[config.mk]
export PLATFORM = sky130hd
export DESIGN_NAME = fade_envelope_generator_flat
export DESIGN_NICKNAME = d
export VERILOG_FILES = /design/src/rtl/fe_pkg.sv /design/src/rtl/fe_if.sv /design/src/rtl/fe_alu.sv /design/src/rtl/fe_regs.sv /design/src/rtl/fe_seq.sv /design/src/rtl/fade_envelope_generator.sv /design/src/flat_wrapper.sv
export SDC_FILE = /design/constraint.sdc
export NUM_CORES = 1
export LEC_CHECK = 0
export BUFFER_PORTS_ARGS = -buffer_cell sky130_fd_sc_hd__buf_2
export CORE_ASPECT_RATIO = 1.1
export CORE_MARGIN = 2
export CORE_UTILIZATION = 30
export CTS_CLUSTER_DIAMETER = 100
export DETAILED_ROUTE_END_ITERATION = 12
export SETUP_SLACK_MARGIN = 0.1
export SYNTH_ARGS = -nofsm -noshare
export SYNTH_HDL_FRONTEND = slang
export SYNTH_SLANG_ARGS = --single-unit
[constraint.sdc]
create_clock -name i_clk -period 9.8 [get_ports i_clk]
set_input_delay 1.96 -clock i_clk [delete_from_list [all_inputs] [get_ports i_clk]]
set_output_delay 1.96 -clock i_clk [all_outputs]
set_load 0.05 [all_outputs]
[src/rtl/fe_pkg.sv]
package fe_pkg;

    // Fixed field widths of the external item and register formats
    localparam int ELAPSED_W = 24;
    localparam int SPAN_W    = 24;
    localparam int PEAK_W    = 16;
    localparam int OPACITY_W = 16;
    localparam int ADDR_W    = 4;
    localparam int DATA_W    = 32;

    // Register indexes (byte address = 4 * index)
    localparam logic [1:0] REG_RAMP_IN  = 2'd0;
    localparam logic [1:0] REG_HOLD     = 2'd1;
    localparam logic [1:0] REG_RAMP_OUT = 2'd2;
    localparam logic [1:0] REG_PEAK     = 2'd3;

    // Reset value of the peak register
    localparam logic [PEAK_W-1:0] PEAK_RESET = 16'hFFFF;

    typedef enum logic [1:0] {
        PH_IDLE = 2'd0,
        PH_IN   = 2'd1,
        PH_HOLD = 2'd2,
        PH_OUT  = 2'd3
    } t_phase;

    typedef enum logic {
        ALU_ADD = 1'b0,
        ALU_SUB = 1'b1
    } t_alu_op;

    typedef enum logic [7:0] {
        S_IDLE = 8'b0000_0001,
        S_LEFT = 8'b0000_0010,
        S_CMP  = 8'b0000_0100,
        S_ADV  = 8'b0000_1000,
        S_NEG  = 8'b0001_0000,
        S_MUL  = 8'b0010_0000,
        S_DIV  = 8'b0100_0000,
        S_DONE = 8'b1000_0000
    } t_state;

endpackage

[src/rtl/fe_if.sv]
interface fe_in_if;
    import fe_pkg::*;

    logic                 valid;
    logic                 ready;
    logic                 mode;
    logic [ELAPSED_W-1:0] elapsed;

    modport source (output valid, output mode, output elapsed, input ready);
    modport sink   (input valid, input mode, input elapsed, output ready);
endinterface

interface fe_out_if;
    import fe_pkg::*;

    logic                 valid;
    logic                 ready;
    logic [OPACITY_W-1:0] opacity;
    logic                 active;

    modport source (output valid, output opacity, output active, input ready);
    modport sink   (input valid, input opacity, input active, output ready);
endinterface

[src/rtl/fe_alu.sv]
module fe_alu #(
    parameter int W = 25
) (
    input  fe_pkg::t_alu_op i_op,
    input  logic [W-1:0]    i_a,
    input  logic [W-1:0]    i_b,
    output logic [W:0]      o_res
);
    import fe_pkg::*;

    // o_res[W] is carry on add, borrow on subtract
    always_comb begin
        case (i_op)
            ALU_ADD: o_res = {1'b0, i_a} + {1'b0, i_b};
            ALU_SUB: o_res = {1'b0, i_a} - {1'b0, i_b};
            default: o_res = {1'b0, i_a} + {1'b0, i_b};
        endcase
    end
endmodule

[src/rtl/fe_regs.sv]
module fe_regs #(
    parameter int TIME_BITS  = 24,
    parameter int LEVEL_BITS = 16
) (
    input  logic                      i_clk,
    input  logic                      i_rst_n,
    input  logic                      psel,
    input  logic                      penable,
    input  logic                      pwrite,
    input  logic [fe_pkg::ADDR_W-1:0] paddr,
    input  logic [fe_pkg::DATA_W-1:0] pwdata,
    output logic [fe_pkg::DATA_W-1:0] prdata,
    output logic                      pready,
    output logic [TIME_BITS-1:0]      o_ramp_in,
    output logic [TIME_BITS-1:0]      o_hold,
    output logic [TIME_BITS-1:0]      o_ramp_out,
    output logic [LEVEL_BITS-1:0]     o_peak
);
    import fe_pkg::*;

    localparam int CW = (TIME_BITS > SPAN_W) ? TIME_BITS : SPAN_W;
    localparam int LW = (LEVEL_BITS > PEAK_W) ? LEVEL_BITS : PEAK_W;
    localparam logic [LW-1:0] PEAK_EXT = LW'(PEAK_RESET);

    logic [TIME_BITS-1:0]  r_ramp_in, r_hold, r_ramp_out;
    logic [LEVEL_BITS-1:0] r_peak;
    logic [CW-1:0]         span_wr;
    logic [LW-1:0]         peak_wr;
    logic                  wr_en;
    logic [1:0]            reg_idx;

    assign pready  = 1'b1;
    assign wr_en   = psel && penable && pwrite;
    assign reg_idx = paddr[3:2];
    // narrower builds keep only the low bits of a written value
    assign span_wr = CW'(pwdata[SPAN_W-1:0]);
    assign peak_wr = LW'(pwdata[PEAK_W-1:0]);

    always_ff @(posedge i_clk) begin
        if (!i_rst_n) begin
            r_ramp_in  <= '0;
            r_hold     <= '0;
            r_ramp_out <= '0;
            r_peak     <= PEAK_EXT[LEVEL_BITS-1:0];
        end else if (wr_en) begin
            case (reg_idx)
                REG_RAMP_IN:  r_ramp_in  <= span_wr[TIME_BITS-1:0];
                REG_HOLD:     r_hold     <= span_wr[TIME_BITS-1:0];
                REG_RAMP_OUT: r_ramp_out <= span_wr[TIME_BITS-1:0];
                REG_PEAK:     r_peak     <= peak_wr[LEVEL_BITS-1:0];
                default:      r_peak     <= r_peak;
            endcase
        end
    end

    always_comb begin
        case (reg_idx)
            REG_RAMP_IN:  prdata = DATA_W'(r_ramp_in);
            REG_HOLD:     prdata = DATA_W'(r_hold);
            REG_RAMP_OUT: prdata = DATA_W'(r_ramp_out);
            REG_PEAK:     prdata = DATA_W'(r_peak);
            default:      prdata = '0;
        endcase
    end

    assign o_ramp_in  = r_ramp_in;
    assign o_hold     = r_hold;
    assign o_ramp_out = r_ramp_out;
    assign o_peak     = r_peak;
endmodule

[src/rtl/fe_seq.sv]
module fe_seq #(
    parameter int TIME_BITS  = 24,
    parameter int LEVEL_BITS = 16
) (
    input  logic                         i_clk,
    input  logic                         i_rst_n,
    input  logic [TIME_BITS-1:0]         i_ramp_in,
    input  logic [TIME_BITS-1:0]         i_hold,
    input  logic [TIME_BITS-1:0]         i_ramp_out,
    input  logic [LEVEL_BITS-1:0]        i_peak,
    input  logic                         i_in_valid,
    output logic                         o_in_ready,
    input  logic                         i_mode,
    input  logic [fe_pkg::ELAPSED_W-1:0] i_elapsed,
    output logic                         o_out_valid,
    input  logic                         i_out_ready,
    output logic [fe_pkg::OPACITY_W-1:0] o_opacity,
    output logic                         o_active
);
    import fe_pkg::*;

    localparam int CW   = (TIME_BITS > ELAPSED_W) ? TIME_BITS : ELAPSED_W;
    localparam int AW   = CW + 1;
    localparam int PW   = TIME_BITS + LEVEL_BITS;
    localparam int CNTW = $clog2(LEVEL_BITS);
    localparam int LW   = (LEVEL_BITS > OPACITY_W) ? LEVEL_BITS : OPACITY_W;
    localparam logic [CNTW-1:0] CNT_LAST = CNTW'(LEVEL_BITS - 1);

    t_state                r_state, n_state;
    t_phase                r_phase, n_phase;
    logic [TIME_BITS-1:0]  r_timer, n_timer;
    logic [LEVEL_BITS-1:0] r_level, n_level;
    logic [ELAPSED_W-1:0]  r_rem, n_rem;
    logic [TIME_BITS-1:0]  r_left, n_left;
    logic [TIME_BITS-1:0]  r_mul, n_mul;
    logic [PW-1:0]         r_acc, n_acc;
    logic [CNTW-1:0]       r_cnt, n_cnt;
    logic                  r_out_valid, n_out_valid;
    logic [OPACITY_W-1:0]  r_opacity, n_opacity;
    logic                  r_active, n_active;

    t_alu_op               alu_op;
    logic [AW-1:0]         alu_a, alu_b;
    logic [AW:0]           alu_res;
    logic [TIME_BITS-1:0]  span;
    logic [LW-1:0]         level_ext;
    logic [PW-1:0]         acc_init;

    fe_alu #(.W(AW)) u_alu (
        .i_op  (alu_op),
        .i_a   (alu_a),
        .i_b   (alu_b),
        .o_res (alu_res)
    );

    always_comb begin
        case (r_phase)
            PH_IN:   span = i_ramp_in;
            PH_HOLD: span = i_hold;
            default: span = i_ramp_out;
        endcase
    end

    assign acc_init  = {{TIME_BITS{1'b0}}, i_peak};
    assign level_ext = LW'(r_level);

    always_comb begin
        n_state     = r_state;
        n_phase     = r_phase;
        n_timer     = r_timer;
        n_level     = r_level;
        n_rem       = r_rem;
        n_left      = r_left;
        n_mul       = r_mul;
        n_acc       = r_acc;
        n_cnt       = r_cnt;
        n_out_valid = r_out_valid && !i_out_ready;
        n_opacity   = r_opacity;
        n_active    = r_active;
        alu_op      = ALU_SUB;
        alu_a       = '0;
        alu_b       = '0;
        o_in_ready  = 1'b0;

        case (r_state)
            S_IDLE: begin
                o_in_ready = 1'b1;
                if (i_in_valid) begin
                    if (i_mode) begin
                        n_timer = '0;
                        if (i_ramp_in != '0) begin
                            n_phase = PH_IN;
                            n_level = '0;
                        end else begin
                            n_phase = PH_HOLD;
                            n_level = i_peak;
                        end
                        n_state = S_DONE;
                    end else if (r_phase != PH_IDLE && i_elapsed != '0) begin
                        n_rem   = i_elapsed;
                        n_state = S_LEFT;
                    end else begin
                        n_state = S_DONE;
                    end
                end
            end
            S_LEFT: begin
                // ticks left in phase, floored at zero
                alu_a  = AW'(span);
                alu_b  = AW'(r_timer);
                n_left = alu_res[AW] ? '0 : alu_res[TIME_BITS-1:0];
                if (r_phase == PH_HOLD) begin
                    n_level = i_peak;
                end
                n_state = S_CMP;
            end
            S_CMP: begin
                alu_a = AW'(r_rem);
                alu_b = AW'(r_left);
                if (span != '0 && alu_res[AW]) begin
                    n_state = S_ADV;
                end else begin
                    n_rem   = alu_res[ELAPSED_W-1:0];
                    n_timer = '0;
                    case (r_phase)
                        PH_IN: begin
                            n_level = i_peak;
                            n_phase = PH_HOLD;
                        end
                        PH_HOLD: n_phase = PH_OUT;
                        default: begin
                            n_level = '0;
                            n_phase = PH_IDLE;
                        end
                    endcase
                    n_state = (n_rem != '0 && n_phase != PH_IDLE) ? S_LEFT : S_DONE;
                end
            end
            S_ADV: begin
                alu_op  = ALU_ADD;
                alu_a   = AW'(r_timer);
                alu_b   = AW'(r_rem);
                n_timer = alu_res[TIME_BITS-1:0];
                n_rem   = '0;
                case (r_phase)
                    PH_IN: begin
                        n_mul   = alu_res[TIME_BITS-1:0];
                        n_acc   = acc_init;
                        n_cnt   = '0;
                        n_state = S_MUL;
                    end
                    PH_OUT:  n_state = S_NEG;
                    default: n_state = S_DONE;
                endcase
            end
            S_NEG: begin
                alu_a   = AW'(span);
                alu_b   = AW'(r_timer);
                n_mul   = alu_res[TIME_BITS-1:0];
                n_acc   = acc_init;
                n_cnt   = '0;
                n_state = S_MUL;
            end
            S_MUL: begin
                // shift-add, multiplier bits leave from the bottom of r_acc
                alu_op = ALU_ADD;
                alu_a  = AW'(r_acc[PW-1:LEVEL_BITS]);
                alu_b  = r_acc[0] ? AW'(r_mul) : '0;
                n_acc  = {alu_res[TIME_BITS:0], r_acc[LEVEL_BITS-1:1]};
                n_cnt  = r_cnt + 1'b1;
                if (r_cnt == CNT_LAST) begin
                    n_cnt   = '0;
                    n_state = S_DIV;
                end
            end
            S_DIV: begin
                // restoring divide; the top TIME_BITS bits hold the partial remainder
                alu_a = AW'({r_acc[PW-1:LEVEL_BITS], r_acc[LEVEL_BITS-1]});
                alu_b = AW'(span);
                if (!alu_res[AW]) begin
                    n_acc = {alu_res[TIME_BITS-1:0], r_acc[LEVEL_BITS-2:0], 1'b1};
                end else begin
                    n_acc = {r_acc[PW-2:LEVEL_BITS-1], r_acc[LEVEL_BITS-2:0], 1'b0};
                end
                n_cnt = r_cnt + 1'b1;
                if (r_cnt == CNT_LAST) begin
                    n_cnt   = '0;
                    n_level = n_acc[LEVEL_BITS-1:0];
                    n_state = S_DONE;
                end
            end
            S_DONE: begin
                if (!r_out_valid || i_out_ready) begin
                    n_out_valid = 1'b1;
                    n_opacity   = level_ext[OPACITY_W-1:0];
                    n_active    = (r_phase != PH_IDLE);
                    n_state     = S_IDLE;
                end
            end
            default: n_state = S_IDLE;
        endcase
    end

    always_ff @(posedge i_clk) begin
        if (!i_rst_n) begin
            r_state     <= S_IDLE;
            r_phase     <= PH_IDLE;
            r_timer     <= '0;
            r_level     <= '0;
            r_cnt       <= '0;
            r_out_valid <= 1'b0;
        end else begin
            r_state     <= n_state;
            r_phase     <= n_phase;
            r_timer     <= n_timer;
            r_level     <= n_level;
            r_cnt       <= n_cnt;
            r_out_valid <= n_out_valid;
        end
    end

    always_ff @(posedge i_clk) begin
        r_rem     <= n_rem;
        r_left    <= n_left;
        r_mul     <= n_mul;
        r_acc     <= n_acc;
        r_opacity <= n_opacity;
        r_active  <= n_active;
    end

    assign o_out_valid = r_out_valid;
    assign o_opacity   = r_opacity;
    assign o_active    = r_active;
endmodule

[src/rtl/fade_envelope_generator.sv]
// Fade envelope generator: produces an opacity envelope that runs idle ->
// ramp in -> hold at peak -> ramp out -> idle. A start transfer (mode 1)
// re-arms the envelope; an advance transfer (mode 0) spends its elapsed ticks
// across phase boundaries, leftover ticks spilling into the next phase and
// zero-length phases passing at once. Every input transfer yields exactly one
// output transfer carrying the opacity and whether the envelope is active.
// Ramps are linear with truncation: peak*timer/span in, peak*(span-timer)/span
// out. Items are handled one at a time by a small sequencer around one shared
// add/subtract unit. A start, or an advance that changes nothing, goes from
// idle straight to the posting state. An advance passes through a ticks-left
// state and a compare state per phase (at most 3 passes) and, when it stops
// inside a phase, updates the timer; a ramp out then forms the multiplier
// operand, and a ramp runs a shift-add multiply and a restoring divide,
// LEVEL_BITS steps each, before the result is posted. The result sits in an
// output register; the next input is taken once the sequencer is back in
// idle, even while that result waits for its sink. Registers (APB, byte
// address 4*i): 0 ramp_in_ticks, 1 hold_ticks, 2 ramp_out_ticks, 3 peak_level
// (reset 65535). The user must write them only during idle; the block does
// not enforce it. New values act on the next item and the current level is
// not rescaled.
module fade_envelope_generator #(
    parameter int TIME_BITS  = 24,
    parameter int LEVEL_BITS = 16
) (
    input  logic                      i_clk,
    input  logic                      i_rst_n,
    fe_in_if.sink                     i_item,
    fe_out_if.source                  o_result,
    input  logic                      psel,
    input  logic                      penable,
    input  logic                      pwrite,
    input  logic [fe_pkg::ADDR_W-1:0] paddr,
    input  logic [fe_pkg::DATA_W-1:0] pwdata,
    output logic [fe_pkg::DATA_W-1:0] prdata,
    output logic                      pready
);
    import fe_pkg::*;

    logic [TIME_BITS-1:0]  ramp_in, hold, ramp_out;
    logic [LEVEL_BITS-1:0] peak;

    // configuration registers
    fe_regs #(
        .TIME_BITS  (TIME_BITS),
        .LEVEL_BITS (LEVEL_BITS)
    ) u_regs (
        .i_clk      (i_clk),
        .i_rst_n    (i_rst_n),
        .psel       (psel),
        .penable    (penable),
        .pwrite     (pwrite),
        .paddr      (paddr),
        .pwdata     (pwdata),
        .prdata     (prdata),
        .pready     (pready),
        .o_ramp_in  (ramp_in),
        .o_hold     (hold),
        .o_ramp_out (ramp_out),
        .o_peak     (peak)
    );

    // envelope state, sequencer and shared arithmetic
    fe_seq #(
        .TIME_BITS  (TIME_BITS),
        .LEVEL_BITS (LEVEL_BITS)
    ) u_seq (
        .i_clk       (i_clk),
        .i_rst_n     (i_rst_n),
        .i_ramp_in   (ramp_in),
        .i_hold      (hold),
        .i_ramp_out  (ramp_out),
        .i_peak      (peak),
        .i_in_valid  (i_item.valid),
        .o_in_ready  (i_item.ready),
        .i_mode      (i_item.mode),
        .i_elapsed   (i_item.elapsed),
        .o_out_valid (o_result.valid),
        .i_out_ready (o_result.ready),
        .o_opacity   (o_result.opacity),
        .o_active    (o_result.active)
    );
endmodule

[src/flat_wrapper.sv]
// flat-port wrapper written by rule: the top's interface ports become plain ports
module fade_envelope_generator_flat import fe_pkg::*;
#(
    parameter int TIME_BITS  = 24,
    parameter int LEVEL_BITS = 16
)
  (i_clk, i_rst_n, psel, penable, pwrite, paddr, pwdata, prdata, pready, i_item_valid, i_item_mode, i_item_elapsed, i_item_ready, o_result_valid, o_result_opacity, o_result_active, o_result_ready);
  fe_in_if i_item_i ();
  fe_out_if o_result_i ();
  input  logic i_clk;
  input  logic i_rst_n;
  input  logic psel;
  input  logic penable;
  input  logic pwrite;
  input  logic [fe_pkg::ADDR_W-1:0] paddr;
  input  logic [fe_pkg::DATA_W-1:0] pwdata;
  output logic [fe_pkg::DATA_W-1:0] prdata;
  output logic pready;
  input wire logic [$bits(i_item_i.valid)-1:0] i_item_valid;
  input wire logic [$bits(i_item_i.mode)-1:0] i_item_mode;
  input wire logic [$bits(i_item_i.elapsed)-1:0] i_item_elapsed;
  output wire logic [$bits(i_item_i.ready)-1:0] i_item_ready;
  output wire logic [$bits(o_result_i.valid)-1:0] o_result_valid;
  output wire logic [$bits(o_result_i.opacity)-1:0] o_result_opacity;
  output wire logic [$bits(o_result_i.active)-1:0] o_result_active;
  input wire logic [$bits(o_result_i.ready)-1:0] o_result_ready;
  assign i_item_i.valid = i_item_valid;
  assign i_item_i.mode = i_item_mode;
  assign i_item_i.elapsed = i_item_elapsed;
  assign i_item_ready = i_item_i.ready;
  assign o_result_valid = o_result_i.valid;
  assign o_result_opacity = o_result_i.opacity;
  assign o_result_active = o_result_i.active;
  assign o_result_i.ready = o_result_ready;
  fade_envelope_generator #(.TIME_BITS(TIME_BITS), .LEVEL_BITS(LEVEL_BITS)) u_core (.i_clk(i_clk), .i_rst_n(i_rst_n), .i_item(i_item_i), .o_result(o_result_i), .psel(psel), .penable(penable), .pwrite(pwrite), .paddr(paddr), .pwdata(pwdata), .prdata(prdata), .pready(pready));
endmodule
==> reports/results.txt <==
status -> completed
Pins Over Slew Limit -> 0
Area contributors post-synth -> edfxtp_1, dfxtp_1, nand2_1
number of port buffers -> 100
Residual DRC -> 0
Post-synth EDFFs -> 129
sequential share of the synthesized area -> 45.09%
layout cell share with drive strength beyond 1 -> 14.62%
Clock transition at path regs -> 0.06 ns
area of the multi-input gates -> 0.007612 mm^2
Syn Area/Cell -> 9.379 um^2
synthesized area -> 0.01494 mm^2
CTS sink count -> 272
worst reg-to-reg setup slack -> 1.55 ns
pwr dens -> 170.7 mW/mm^2
area leader, netlist -> edfxtp_1
worst hold slack -> 0.4333 ns
Crit Path Max Fanout -> 15
post-synth top area share -> 25.93%
commonest non-fill, non-tap cells in the layout -> nand2_1, dfxtp_1, a21oi_1, edfxtp_1, buf_2
Netlist cell types -> 86
ys flop type -> dfxtp_1
Num CTS Buffers -> 34
fill cell count -> 4,955
hold_buf cts -> 0
Internal -> 2098 uW
crit end category -> flop
vias per cell -> 5.702
first-pass GRT wire length -> 78,920 um
CTS max path bufs -> 3
power share of the combinational group -> 14.9%
Die Y-Extent -> 238.1 um
CP Class -> flop to flop
Vias -> 13,292
clock skew -> 0.02571 ns
gp weighted congestion -> 0.9253
Post-Route Setup TNS -> 0 ns
final hold violation count -> 0
I/O pin cnt -> 120
largest net degree at the start of global routing -> 96
Worst slew margin -> 17.18%
minimum clock period -> 8.254 ns
aggregate routed wire length -> 52,750 um
period utilisation layout -> 84.23%
DRT antenna net count -> 0
Layout area overhead -> 15.00%
nets -> 1,754
Slew @ Worst Pin -> 1.242 ns
Pleak -> 0.006477 uW
Post-synth ARST share -> 0%
FF+latch area -> 0.006736 mm^2
Overflow after GRT -> 0
HPWL after detailed placement -> 35,990 um
Max IR drop VDD -> 108.2 uV
Net Sw Frac -> 28.48%
Cell Rows -> 85
initial antenna violation count -> 3
initial drt markers -> 1,468
Setup WS post-layout -> 1.546 ns
Hold Path Class -> flop to flop
Final setup viols -> 0
DRT Pass-1 Iters -> 8
PostCTS Resize Cnt -> 0
CP Launch Type -> flop
post-synthesis instance total -> 1,593
wire per inst -> 22.63 um
Setup WS pre-CTS -> 1.738 ns
Core Region -> 0.04903 mm^2
Die ar. -> 0.05161 mm^2
most common cell after layout, fill and taps aside -> nand2_1
sw power -> 835.2 uW
Flop pwr share -> 42.7%
Initial Utilization -> 30.47%
RSZ-0062 raised after global routing -> no
die width -> 216.8 um
Max Cap Violations -> 0
H-tree levels -> 2
Worst Path Required -> 10.01 ns
overall routing resource usage -> 19.94%
CTS root buffer -> clkbuf_16
post-synthesis register bit count -> 272
Post-CTS Setup Bufs -> 0
clock share of power -> 42.4%
Max Clock Freq -> 121.2 MHz
CTS tree -> done
vias in the first global route -> 12,939
Ys Warns -> 0
Worst EP arrival -> 8.47 ns
Clock Latency Late Sink -> 0.53 ns
-- state kept, by name (all words and copies together) (netlist names), 16 cells and up --
| name | cells |
|---|---|
| u_core.u_regs.o_hold | 24 |
| u_core.u_regs.o_peak | 16 |
| u_core.u_regs.o_ramp_in | 24 |
| u_core.u_regs.o_ramp_out | 24 |
| u_core.u_seq.level_ext | 16 |
| u_core.u_seq.o_opacity | 16 |
| u_core.u_seq.r_acc | 40 |
| u_core.u_seq.r_left | 24 |
| u_core.u_seq.r_mul | 24 |
| u_core.u_seq.r_rem | 24 |
| u_core.u_seq.r_timer | 24 |
-- worst max-delay path, stage by stage, from the launching register on --
cell and delay (ns):
dfxtp_1 0.43, inv_1 0.09, ha_1 0.45, buf_4 0.32, a22oi_1 0.19, a21oi_1 0.20, a222oi_1 0.40, o21a_1 0.24
ha_1 0.19, inv_1 0.07, nor3_1 0.63, nand2_1 0.15, nor2_1 0.27, a21oi_1 0.13, xnor2_1 0.17, ha_1 0.34
nand2_1 0.09, nor2_1 0.04, a211oi_1 0.48, o311ai_1 0.29, a221oi_1 0.53, o21a_1 0.21, o21ai_1 0.24, xor2_4 0.25
and2_1 0.18, a21oi_2 0.91, buf_4 0.41
-- cell usage after synthesis (all sizes together), types with 5 or more instances --
master / number
a211oi: 25
a21o: 8
a21oi: 131
a221o: 13
a221oi: 5
a222oi: 31
a22o: 58
a22oi: 69
a32oi: 6
and2: 9
and3: 31
buf: 50
clkbuf: 74
dfxtp: 143
edfxtp: 129
ha: 33
inv: 25
mux2i: 31
mux4: 16
nand2: 323
nand2b: 8
nand3: 42
nand4: 9
nor2: 87
nor2b: 25
nor3: 12
nor4: 24
o21ai: 49
o22ai: 8
xnor2: 23
xor2: 24
-- per-layer routing --
metal / GRT usage (%) / share of wire [%]
met5: 0 / 0.025
met4: 7.742 / 3.2
met3: 5.570 / 10
met2: 32.02 / 47
met1: 25.37 / 40
-- worst paths after layout --
path / from / endpoint / cells past startpoint
worst max-delay path: u_core.u_seq.r_phase[1]$_SDFFE_PN0P_ / u_core.u_seq.r_rem[13]$_DFFE_PP_ / 26
worst min-delay path: u_core.u_seq.level_ext[6]$_SDFFE_PN0P_ / u_core.u_seq.o_opacity[6]$_DFFE_PP_ / 0
worst min register to register: u_core.u_seq.level_ext[6]$_SDFFE_PN0P_ / u_core.u_seq.o_opacity[6]$_DFFE_PP_ / 0
worst max register to register: u_core.u_seq.r_phase[1]$_SDFFE_PN0P_ / u_core.u_seq.r_rem[13]$_DFFE_PP_ / 26
-- kinds of logic (layout without fill, tap and decap cells) --
family / Yosys count / in the layout / synth area share, %
AO/OA/AOI/OAI: 446 / 446 / 21.57
XOR/XNOR: 47 / 47 / 2.931
adder cells (fa/ha/maj): 34 / 34 / 2.898
buffers and inverters: 149 / 225 / 4.514
flip-flops: 272 / 272 / 45.09
multiplexers: 49 / 49 / 4.665
other: 2 / 12 / 0.05027
AND/OR/NAND/NOR: 594 / 594 / 18.28
-- area by class of cell --
type / instances / share of cell area [%]
Timing Repair Buffer: 140 / 4.733
Sequential cell: 272 / 39.21
Tap cell: 652 / 4.748
Antenna cell: 3 / 0.04369
Inverter: 25 / 0.5462
Multi-Input combinational cell: 1179 / 44.31
Clock buffer: 51 / 5.738
Clock inverter: 9 / 0.6773
-- power groups by stage --
stage                     Combinational (uW)  Sequential, uW  Clock (uW)
after global routing                     463            1250        1310
final                                    438            1250        1240
after floorplan                          269            1280           0
after global placement                   426            1270           0
after CTS                                430            1250        1270
after detailed placement                 428            1270           0
-- stage by stage --
stage	total power (uW)	util, %	instances	instance area (um^2)
after global placement	1699	32.78	2268	16070
final	2933	35.04	2331	17180
after detailed placement	1703	32.78	2268	16070
after global routing	3028	35.04	2330	17180
after floorplan	1547	-	1600	14970
after CTS	2948	35.03	2328	17170
Note: power is estimated with default switching activity, not from simulation.
